--- src/rtl/rgbcf_pkg.sv ---
// Package for the RGB pixel color filter: payload types, mode codes and coefficients.
package rgbcf_pkg;

   typedef struct packed {
      logic [7:0]  red_in;
      logic [7:0]  green_in;
      logic [7:0]  blue_in;
      logic [11:0] pixel_row;
      logic [11:0] pixel_col;
   } req_type;

   typedef struct packed {
      logic [7:0] red_out;
      logic [7:0] green_out;
      logic [7:0] blue_out;
   } rsp_type;

   localparam int CSR_INDEX_W = 2;
   localparam int CSR_DATA_W  = 13;
   localparam int MODE_W      = 4;
   localparam int DIM_REG_W   = 13;

   localparam logic [CSR_INDEX_W-1:0] CSR_FILTER_MODE  = 2'd0;
   localparam logic [CSR_INDEX_W-1:0] CSR_IMAGE_WIDTH  = 2'd1;
   localparam logic [CSR_INDEX_W-1:0] CSR_IMAGE_HEIGHT = 2'd2;

   localparam logic [MODE_W-1:0] MODE_PASS          = 4'd0;
   localparam logic [MODE_W-1:0] MODE_THRESH_SUB    = 4'd1;
   localparam logic [MODE_W-1:0] MODE_BRIGHT_WARM   = 4'd2;
   localparam logic [MODE_W-1:0] MODE_GRAY          = 4'd3;
   localparam logic [MODE_W-1:0] MODE_SEPIA         = 4'd4;
   localparam logic [MODE_W-1:0] MODE_COOL          = 4'd5;
   localparam logic [MODE_W-1:0] MODE_WARM          = 4'd6;
   localparam logic [MODE_W-1:0] MODE_BANDS         = 4'd7;
   localparam logic [MODE_W-1:0] MODE_FRAME         = 4'd8;
   localparam logic [MODE_W-1:0] MODE_CONTRAST_TINT = 4'd9;
   localparam logic [MODE_W-1:0] MODE_CONTRAST_BLUE = 4'd10;
   localparam logic [MODE_W-1:0] MODE_RED_BOOST     = 4'd11;
   localparam logic [MODE_W-1:0] MODE_GREEN_BOOST   = 4'd12;
   localparam logic [MODE_W-1:0] MODE_BLUE_RED      = 4'd13;

   localparam logic [DIM_REG_W-1:0] WIDTH_RESET  = 13'd640;
   localparam logic [DIM_REG_W-1:0] HEIGHT_RESET = 13'd480;

   // Q10 sepia coefficients, output channel then input channel
   localparam logic [9:0] SEPIA_R_R = 10'd402;
   localparam logic [9:0] SEPIA_R_G = 10'd787;
   localparam logic [9:0] SEPIA_R_B = 10'd194;
   localparam logic [9:0] SEPIA_G_R = 10'd357;
   localparam logic [9:0] SEPIA_G_G = 10'd702;
   localparam logic [9:0] SEPIA_G_B = 10'd172;
   localparam logic [9:0] SEPIA_B_R = 10'd279;
   localparam logic [9:0] SEPIA_B_G = 10'd547;
   localparam logic [9:0] SEPIA_B_B = 10'd134;

   // floor(s/3) = (s*683)>>11 for s <= 765
   localparam logic [9:0]  DIV3_MUL   = 10'd683;
   // floor(row/20) = (row*3277)>>16 for row <= 4095
   localparam logic [11:0] DIV20_MUL  = 12'd3277;

   localparam logic [7:0] CONTRAST_KNEE = 8'd127;
   localparam logic [7:0] THRESH_SUB    = 8'd100;
   localparam logic [7:0] THRESH_BRIGHT = 8'd205;
   localparam logic [4:0] BAND_PERIOD   = 5'd20;
   localparam logic [4:0] BAND_LAST_ROW = 5'd5;
   localparam logic [7:0] FRAME_LEFT    = 8'd55;
   localparam logic [7:0] FRAME_TOP     = 8'd55;
   localparam logic [7:0] FRAME_RIGHT   = 8'd55;
   localparam logic [7:0] FRAME_BOTTOM  = 8'd155;

endpackage

--- src/rtl/rgb_pixel_color_filter_top.sv ---
// Top level of the RGB pixel color filter: three-stage pixel pipeline and CSRs.
// An accepted req transaction passes through the register stages s1, s2 and rsp to rsp_valid.
// Throughput: one pixel per cycle while rsp_stall is low; each of the three register stages holds one pixel.
// Stage 1 forms products and row quotient, stage 2 sums, gray quotient and band test, stage 3 mux and clamp.
// Reset (synchronous): clears all stage valid bits, mode 0, width 640, height 480.
module rgb_pixel_color_filter_top #(
   parameter int MAX_DIM = 4096
) (
   input  logic                                 clock,
   input  logic                                 reset,
   input  logic                                 req_valid,
   output logic                                 req_stall,
   input  rgbcf_pkg::req_type                   req_data,
   output logic                                 rsp_valid,
   input  logic                                 rsp_stall,
   output rgbcf_pkg::rsp_type                   rsp_data,
   input  logic                                 csr_write_en,
   input  logic [rgbcf_pkg::CSR_INDEX_W-1:0]    csr_index,
   input  logic [rgbcf_pkg::CSR_DATA_W-1:0]     csr_wdata
);

   localparam int LIM_W = $clog2(MAX_DIM + 1);
   localparam int CMP_W = (LIM_W > rgbcf_pkg::DIM_REG_W) ? LIM_W : rgbcf_pkg::DIM_REG_W;
   localparam int SUM_W = CMP_W + 1;

   typedef struct packed {
      logic [7:0]       r;
      logic [7:0]       g;
      logic [7:0]       b;
      logic [7:0]       cr;
      logic [7:0]       cg;
      logic [7:0]       cb;
      logic [11:0]      row;
      logic [9:0]       sum3;
      logic [7:0]       q20;
      logic             interior;
      logic [8:0][17:0] prod;
   } s1_type;

   typedef struct packed {
      logic [7:0] r;
      logic [7:0] g;
      logic [7:0] b;
      logic [7:0] cr;
      logic [7:0] cg;
      logic [7:0] cb;
      logic [7:0] gray;
      logic [8:0] sep_r;
      logic [8:0] sep_g;
      logic [8:0] sep_b;
      logic       band;
      logic       interior;
   } s2_type;

   logic [rgbcf_pkg::MODE_W-1:0]    mode_ff;
   logic [rgbcf_pkg::DIM_REG_W-1:0] width_ff;
   logic [rgbcf_pkg::DIM_REG_W-1:0] height_ff;

   logic               s1_valid_ff, s2_valid_ff, rsp_valid_ff;
   s1_type             s1_ff, s1_in;
   s2_type             s2_ff, s2_in;
   rgbcf_pkg::rsp_type rsp_ff, rsp_in;
   logic               ready1, ready2, ready3;

   logic [CMP_W-1:0] dim_w, dim_h;
   logic [11:0]      rem20;
   logic [23:0]      q20_prod;
   logic [19:0]      gray_prod;
   logic [18:0]      sum_r, sum_g, sum_b;
   logic signed [10:0] nr, ng, nb;

   function automatic logic [7:0] contrast(input logic [7:0] v);
      return (v > rgbcf_pkg::CONTRAST_KNEE) ? 8'hFF : {v[6:0], 1'b0};
   endfunction

   function automatic logic signed [10:0] ext(input logic [8:0] v);
      return signed'({2'b00, v});
   endfunction

   function automatic logic signed [10:0] over_th(input logic [7:0] v,
                                                  input logic signed [10:0] add);
      return (v > rgbcf_pkg::THRESH_BRIGHT) ? 11'sd255 : ext({1'b0, v}) + add;
   endfunction

   function automatic logic [7:0] clamp8(input logic signed [10:0] v);
      logic [7:0] res;
      if (v < 11'sd0) begin
         res = 8'd0;
      end else if (v > 11'sd255) begin
         res = 8'hFF;
      end else begin
         res = v[7:0];
      end
      return res;
   endfunction

   // CSRs
   always_ff @(posedge clock) begin
      if (reset) begin
         mode_ff   <= rgbcf_pkg::MODE_PASS;
         width_ff  <= rgbcf_pkg::WIDTH_RESET;
         height_ff <= rgbcf_pkg::HEIGHT_RESET;
      end else if (csr_write_en) begin
         unique case (csr_index)
            rgbcf_pkg::CSR_FILTER_MODE:  mode_ff   <= csr_wdata[rgbcf_pkg::MODE_W-1:0];
            rgbcf_pkg::CSR_IMAGE_WIDTH:  width_ff  <= csr_wdata;
            rgbcf_pkg::CSR_IMAGE_HEIGHT: height_ff <= csr_wdata;
            default: ;
         endcase
      end
   end

   assign dim_w = (CMP_W'(width_ff) > CMP_W'(MAX_DIM)) ? CMP_W'(MAX_DIM) : CMP_W'(width_ff);
   assign dim_h = (CMP_W'(height_ff) > CMP_W'(MAX_DIM)) ? CMP_W'(MAX_DIM) : CMP_W'(height_ff);

   assign ready3    = !rsp_valid_ff || !rsp_stall;
   assign ready2    = !s2_valid_ff || ready3;
   assign ready1    = !s1_valid_ff || ready2;
   assign req_stall = !ready1;

   // stage 1: products, contrast, frame test
   always_comb begin
      s1_in.r    = req_data.red_in;
      s1_in.g    = req_data.green_in;
      s1_in.b    = req_data.blue_in;
      s1_in.cr   = contrast(req_data.red_in);
      s1_in.cg   = contrast(req_data.green_in);
      s1_in.cb   = contrast(req_data.blue_in);
      s1_in.row  = req_data.pixel_row;
      s1_in.sum3 = 10'(req_data.red_in) + 10'(req_data.green_in) + 10'(req_data.blue_in);
      q20_prod   = 24'(req_data.pixel_row) * 24'(rgbcf_pkg::DIV20_MUL);
      s1_in.q20  = q20_prod[23:16];
      s1_in.interior =
         (req_data.pixel_row >= 12'(rgbcf_pkg::FRAME_TOP)) &&
         (SUM_W'(req_data.pixel_row) + SUM_W'(rgbcf_pkg::FRAME_BOTTOM) < SUM_W'(dim_h)) &&
         (req_data.pixel_col >= 12'(rgbcf_pkg::FRAME_LEFT)) &&
         (SUM_W'(req_data.pixel_col) + SUM_W'(rgbcf_pkg::FRAME_RIGHT) < SUM_W'(dim_w));
      s1_in.prod[0] = 18'(req_data.red_in)   * 18'(rgbcf_pkg::SEPIA_R_R);
      s1_in.prod[1] = 18'(req_data.green_in) * 18'(rgbcf_pkg::SEPIA_R_G);
      s1_in.prod[2] = 18'(req_data.blue_in)  * 18'(rgbcf_pkg::SEPIA_R_B);
      s1_in.prod[3] = 18'(req_data.red_in)   * 18'(rgbcf_pkg::SEPIA_G_R);
      s1_in.prod[4] = 18'(req_data.green_in) * 18'(rgbcf_pkg::SEPIA_G_G);
      s1_in.prod[5] = 18'(req_data.blue_in)  * 18'(rgbcf_pkg::SEPIA_G_B);
      s1_in.prod[6] = 18'(req_data.red_in)   * 18'(rgbcf_pkg::SEPIA_B_R);
      s1_in.prod[7] = 18'(req_data.green_in) * 18'(rgbcf_pkg::SEPIA_B_G);
      s1_in.prod[8] = 18'(req_data.blue_in)  * 18'(rgbcf_pkg::SEPIA_B_B);
   end

   // stage 2: sepia sums, grayscale quotient, band remainder
   always_comb begin
      sum_r     = 19'(s1_ff.prod[0]) + 19'(s1_ff.prod[1]) + 19'(s1_ff.prod[2]);
      sum_g     = 19'(s1_ff.prod[3]) + 19'(s1_ff.prod[4]) + 19'(s1_ff.prod[5]);
      sum_b     = 19'(s1_ff.prod[6]) + 19'(s1_ff.prod[7]) + 19'(s1_ff.prod[8]);
      gray_prod = 20'(s1_ff.sum3) * 20'(rgbcf_pkg::DIV3_MUL);
      rem20     = s1_ff.row - ({4'd0, s1_ff.q20} << 4) - ({4'd0, s1_ff.q20} << 2);
      s2_in.r      = s1_ff.r;
      s2_in.g      = s1_ff.g;
      s2_in.b      = s1_ff.b;
      s2_in.cr     = s1_ff.cr;
      s2_in.cg     = s1_ff.cg;
      s2_in.cb     = s1_ff.cb;
      s2_in.gray   = gray_prod[18:11];
      s2_in.sep_r  = sum_r[18:10];
      s2_in.sep_g  = sum_g[18:10];
      s2_in.sep_b  = sum_b[18:10];
      s2_in.band   = (rem20 <= 12'(rgbcf_pkg::BAND_LAST_ROW));
      s2_in.interior = s1_ff.interior;
   end

   // stage 3: effect select and clamp
   always_comb begin
      nr = ext({1'b0, s2_ff.r});
      ng = ext({1'b0, s2_ff.g});
      nb = ext({1'b0, s2_ff.b});
      unique case (mode_ff)
         rgbcf_pkg::MODE_THRESH_SUB: begin
            if (s2_ff.r > rgbcf_pkg::THRESH_SUB) nr = ext({1'b0, s2_ff.r}) - 11'sd30;
            if (s2_ff.g > rgbcf_pkg::THRESH_SUB) ng = ext({1'b0, s2_ff.g}) - 11'sd35;
            if (s2_ff.b > rgbcf_pkg::THRESH_SUB) nb = ext({1'b0, s2_ff.b}) - 11'sd25;
         end
         rgbcf_pkg::MODE_BRIGHT_WARM: begin
            nr = over_th(s2_ff.r, 11'sd10);
            ng = over_th(s2_ff.g, 11'sd25);
            nb = over_th(s2_ff.b, -11'sd5);
         end
         rgbcf_pkg::MODE_GRAY: begin
            nr = ext({1'b0, s2_ff.gray});
            ng = ext({1'b0, s2_ff.gray});
            nb = ext({1'b0, s2_ff.gray});
         end
         rgbcf_pkg::MODE_SEPIA: begin
            nr = ext(s2_ff.sep_r);
            ng = ext(s2_ff.sep_g);
            nb = ext(s2_ff.sep_b);
         end
         rgbcf_pkg::MODE_COOL: begin
            nr = ext({1'b0, s2_ff.r}) - 11'sd10;
            ng = ext({1'b0, s2_ff.g}) - 11'sd10;
            nb = ext({1'b0, s2_ff.b}) + 11'sd10;
         end
         rgbcf_pkg::MODE_WARM: begin
            nr = ext({1'b0, s2_ff.r}) + 11'sd20;
            ng = ext({1'b0, s2_ff.g}) + 11'sd5;
            nb = ext({1'b0, s2_ff.b}) - 11'sd10;
         end
         rgbcf_pkg::MODE_BANDS: begin
            if (s2_ff.band) begin
               nr = ext({1'b0, s2_ff.r}) + 11'sd20;
               ng = ext({1'b0, s2_ff.g}) + 11'sd10;
               nb = ext({1'b0, s2_ff.b}) - 11'sd10;
            end
         end
         rgbcf_pkg::MODE_FRAME: begin
            if (s2_ff.interior) begin
               nr = ext({1'b0, s2_ff.r}) - 11'sd30;
               ng = ext({1'b0, s2_ff.g}) - 11'sd30;
               nb = ext({1'b0, s2_ff.b}) - 11'sd20;
            end else begin
               nr = 11'sd255;
               ng = 11'sd255;
               nb = 11'sd255;
            end
         end
         rgbcf_pkg::MODE_CONTRAST_TINT: begin
            nr = ext({1'b0, s2_ff.cr}) + 11'sd50;
            ng = ext({1'b0, s2_ff.cg}) + 11'sd25;
            nb = ext({1'b0, s2_ff.cb}) - 11'sd25;
         end
         rgbcf_pkg::MODE_CONTRAST_BLUE: begin
            nr = ext({1'b0, s2_ff.cr});
            ng = ext({1'b0, s2_ff.cg});
            nb = ext({1'b0, s2_ff.cb}) + 11'sd50;
         end
         rgbcf_pkg::MODE_RED_BOOST: begin
            nr = ext({1'b0, s2_ff.r}) + 11'sd50;
         end
         rgbcf_pkg::MODE_GREEN_BOOST: begin
            ng = ext({1'b0, s2_ff.g}) + 11'sd50;
         end
         rgbcf_pkg::MODE_BLUE_RED: begin
            nr = ext({1'b0, s2_ff.r}) - 11'sd50;
            nb = ext({1'b0, s2_ff.b}) + 11'sd150;
         end
         default: ;
      endcase
      rsp_in.red_out   = clamp8(nr);
      rsp_in.green_out = clamp8(ng);
      rsp_in.blue_out  = clamp8(nb);
   end

   always_ff @(posedge clock) begin
      if (reset) begin
         s1_valid_ff  <= 1'b0;
         s2_valid_ff  <= 1'b0;
         rsp_valid_ff <= 1'b0;
      end else begin
         if (ready1) s1_valid_ff <= req_valid;
         if (ready2) s2_valid_ff <= s1_valid_ff;
         if (ready3) rsp_valid_ff <= s2_valid_ff;
      end
   end

   always_ff @(posedge clock) begin
      if (ready1 && req_valid) s1_ff <= s1_in;
      if (ready2 && s1_valid_ff) s2_ff <= s2_in;
      if (ready3 && s2_valid_ff) rsp_ff <= rsp_in;
   end

   assign rsp_valid = rsp_valid_ff;
   assign rsp_data  = rsp_ff;

`ifndef SYNTHESIS
   a_stall_only_when_full: assert property (@(posedge clock) disable iff (reset)
      req_stall |-> (s1_valid_ff && s2_valid_ff && rsp_valid_ff))
      else $error("input stalled while a pipeline stage is empty");

   a_s1_holds: assert property (@(posedge clock) disable iff (reset)
      (s1_valid_ff && !ready2) |=> (s1_valid_ff && $stable(s1_ff)))
      else $error("stage 1 transaction lost or changed during stall");

   a_s2_holds: assert property (@(posedge clock) disable iff (reset)
      (s2_valid_ff && !ready3) |=> (s2_valid_ff && $stable(s2_ff)))
      else $error("stage 2 transaction lost or changed during stall");

   a_rem20_range: assert property (@(posedge clock) disable iff (reset)
      s1_valid_ff |-> (rem20 < 12'(rgbcf_pkg::BAND_PERIOD)))
      else $error("row remainder out of range");
`endif

endmodule

--- config.mk ---
export PLATFORM = sky130hd
export DESIGN_NAME = rgb_pixel_color_filter_top
export DESIGN_NICKNAME = d
export VERILOG_FILES = /design/src/rtl/rgbcf_pkg.sv /design/src/rtl/rgb_pixel_color_filter_top.sv
export SDC_FILE = /design/constraint.sdc
export NUM_CORES = 2
export LEC_CHECK = 0
export BUFFER_PORTS_ARGS = -buffer_cell sky130_fd_sc_hd__buf_2
export CORE_MARGIN = 2
export CORE_UTILIZATION = 45
export DETAILED_ROUTE_END_ITERATION = 8
export PLACE_DENSITY = 0.74
export SLEW_MARGIN = 25
export SYNTH_ARGS = -nofsm -noshare
export SYNTH_HDL_FRONTEND = slang
export SYNTH_SLANG_ARGS = --single-unit
--- constraint.sdc ---
create_clock -name clock -period 13.7 [get_ports clock]
set_clock_uncertainty 0.15 [all_clocks]
set_input_delay 4.11 -clock clock [delete_from_list [all_inputs] [get_ports clock]]
set_output_delay 4.11 -clock clock [all_outputs]
set_load 0.02 [all_outputs]
==> results.md <==
* Syn Inst Count at 3,261
* Total negative setup slack at 0 ps
* Leading cell types by count after synthesis: sky130_fd_sc_hd__ha_1, sky130_fd_sc_hd__inv_1, sky130_fd_sc_hd__edfxtp_1
* Netlist area before placement at 33,210 um^2
* Final GP Congestion at 1.007
* DR iter-0 viols at about 2,400
* Max Buffers Root-to-Sink at 3
* Die Y at between 200 and 300 um
* Sort of element at the end of the critical path: primary output
* I/O pin count at 94
* Vias per inst at between 5 and 6
* Wire length of the first global-routing pass at about 130 mm
* CTS Buf Count at 39
* Most common cell in the synthesized netlist: sky130_fd_sc_hd__ha_1
* Final Instance Count excl. Fillers at about 4,300
* Result of the run: complete, no violations
* Count of cell types in the netlist at approximately 90
* Met3 wire length at between 6 and 7 mm
* Area of the core region at approximately 73,000 um^2
* Critical path startpoint category: input port
* Buffers inserted by post-CTS timing repair at 0
* Overall overflow remaining after global route at 0
* CP max FO at 3
* Asr flop ratio synth at 0%
* Starting Density at approximately 46%
* Antenna violations before repair at 2
* Clk sink count at 345
* Pwr Density at 180.9 nW/um^2
* Leakage power total at roughly 0.016 uW
* Post-synthesis cell type with the largest combined area: sky130_fd_sc_hd__edfxtp_1
* Sequential element share of the synthesized area at about 30%
* Worst Path Required at roughly 9400 ps
* Max layer used: met5
* Placed instance count at ~4,200
* Buffers on Ports at 93
* Die Footprint at roughly 76,000 um^2
* Fraction of layout cells with a size suffix above 1 at just over 6%
* YS warnings at 0
* WL per Instance at ~20 um
* Critical path type: in -> out
* Overall global routing resource usage at ~22%
* Max-slew violation count at 0
* Largest net degree at the start of global routing at between 150 and 200
* Hold WC Path Type: reg -> reg
* RSZ-0062 raised after global routing: no
* Root Buffer Master: sky130_fd_sc_hd__clkbuf_16
* Vias in the first global route at around 24,000
* Remaining antenna violation count after routing at 0
* Final-stage net count at roughly 4,200
* Number of placement rows at about 100
* Mean Syn Cell Area at ~10 um^2
* Most used flip-flop cell after synthesis: sky130_fd_sc_hd__edfxtp_1
* Worst path arrival time at about 4900 ps
* Period minus WS final at around 9200 ps
* TritonCTS clock tree: done
* Total length of routed met2 wires at 37.71 mm
* Final count of negative-setup-slack endpoints at 0
* Clock Latency Late Sink at ~570 ps
* Area share of the largest cell type after synthesis at 28.21%
* Clock slew at reported path FFs at 60 ps
* Detailed Place HPWL at about 66 mm
* Post-synthesis sequential element count at 345
* Cells resized by post-CTS repair at 0
* Number of violations of the max-capacitance limit at 0
* Final period util at roughly 67%
* Detailed-route DRC error count at 0
* Quantity of hold-fixing buffers added after cts at 0
* Slew at the pin with the worst max-slew slack at around 1000 ps
* Routed vias at 24,640
* Pwr Total at ~6500 uW
* Maximum clock frequency at between 100 and 150 MHz
* Area contributors post-synth: sky130_fd_sc_hd__edfxtp_1, sky130_fd_sc_hd__ha_1, sky130_fd_sc_hd__fa_1
* Wl on met1 at ~37 mm
* Worst supply voltage drop on vdd at approximately 210 uV
* Number of H-tree branching levels at 2
* Die Span X at 275.7 um
* Final Hold Violating Endpoints at 0
* Final Routed Wirelength at roughly 85 mm
* Net count after synthesis at between 4,000 and 5,000
* Area added between synthesis and finish at 8.443%
* Worst rel slew slack at 30.33%
* Detailed Routing Iterations Pass 1 at 6
* Number of enable flip-flop cells after synthesis at 312
[per-layer routing]
layer	track usage, %	up-vias
met5	0	-
met4	7.895	2
met3	3.497	189
met2	35.67	1006
met1	31.13	11720
li1	-	11720
[path summary, 6_finish.rpt]
path | from | endpoint | slack [ps] | cells past startpoint
worst min-delay path | s1_ff[194] | s2_ff[38] | 270 | 0
worst min register to register | s1_ff[194] | s2_ff[38] | 270 | 0
worst max-delay path | rsp_stall | req_stall | 4540 | 4
worst max register to register | s1_ff[172] | s2_ff[36] | 8510 | 14
[state kept, by name (all words and copies together), names as in the netlist]
signal and count:
s2_ff 85, rsp_data 24, height_ff 13, s2_valid_ff 1, width_ff 13, rsp_valid 1
s1_valid_ff 1, mode_ff 4, s1_ff 203
[kinds of logic (layout without fill, tap and decap cells)]
family,count (synthesis),count (layout),share of synthesized area [%]
xor gates and xnor gates,208,208,5.485
other,0,1,0
AOI/OAI and AO/OA,671,671,13.37
DFF,345,345,30.20
buffers and inverters,525,620,6.088
adders and majority gates,786,786,34.06
and+or+nand+nor,714,714,10.42
muxes,12,12,0.3767
[cell usage in the layout (no fill, tap or decap), types with 12 or more instances in the layout]
cell type                     n
sky130_fd_sc_hd__a211oi_1    25
sky130_fd_sc_hd__a21o_1      34
sky130_fd_sc_hd__a21oi_1    199
sky130_fd_sc_hd__a221oi_1    14
sky130_fd_sc_hd__a22oi_1     18
sky130_fd_sc_hd__a31oi_1     34
sky130_fd_sc_hd__and2_1      15
sky130_fd_sc_hd__and3_1      27
sky130_fd_sc_hd__buf_2       93
sky130_fd_sc_hd__buf_4       14
sky130_fd_sc_hd__clkbuf_16   39
sky130_fd_sc_hd__dfxtp_1     33
sky130_fd_sc_hd__edfxtp_1   312
sky130_fd_sc_hd__fa_1       197
sky130_fd_sc_hd__ha_1       588
sky130_fd_sc_hd__inv_1      439
sky130_fd_sc_hd__nand2_1    230
sky130_fd_sc_hd__nand2b_1    36
sky130_fd_sc_hd__nand3_1     48
sky130_fd_sc_hd__nand3b_1    14
sky130_fd_sc_hd__nand4_1     23
sky130_fd_sc_hd__nor2_1     160
sky130_fd_sc_hd__nor2b_1     30
sky130_fd_sc_hd__nor3_1      58
sky130_fd_sc_hd__nor4_1      21
sky130_fd_sc_hd__o2111ai_1   16
sky130_fd_sc_hd__o211ai_1    21
sky130_fd_sc_hd__o21a_1      17
sky130_fd_sc_hd__o21ai_0    120
sky130_fd_sc_hd__o21bai_1    24
sky130_fd_sc_hd__o22ai_1     15
sky130_fd_sc_hd__o31ai_1     12
sky130_fd_sc_hd__or2_2       13
sky130_fd_sc_hd__xnor2_1    152
sky130_fd_sc_hd__xor2_1      56
[final cells by class]
| cell class | instances | area (um^2) |
|---|---|---|
| Antenna cell | 1 | 2.502 |
| Tap cell | 959 | 1200 |
| Inverter | 441 | 1655 |
| Clock inverter | 23 | 312.8 |
| Multi-Input combinational cell | 2391 | 21190 |
| Sequential cell | 345 | 10030 |
| Clock buffer | 47 | 1006 |
| Fill cell | 6502 | 36940 |
| Timing Repair Buffer | 109 | 618.1 |
[power by group]
part           internal [uW]  total [uW]  switching, uW  leakage [uW]
clock network            644        1090            443      0.000634
logic                   1550        3670           2120        0.0123
registers               1580        1760            182       0.00327
[worst max-delay path, cell delays in order]
cell	delay, ps
sky130_fd_sc_hd__buf_2	100
sky130_fd_sc_hd__and3_1	250
sky130_fd_sc_hd__and2_1	240
sky130_fd_sc_hd__buf_2	190
[per-stage QoR]
step / util (%) / instance area [um^2] / hold slack [ps] / setup WS (ps)
after global routing: 49.36 / 36010 / 274.9 / 4484
final: 49.36 / 36010 / 265.6 / 4538
after detailed placement: 47.51 / 34660 / 254.5 / 4367
after global placement: 47.51 / 34660 / 251.5 / 4438
after floorplan: - / 33210 / 250.3 / 3238
after CTS: 49.32 / 35980 / 267.5 / 4538
Note: power is estimated with default switching activity, not from simulation.
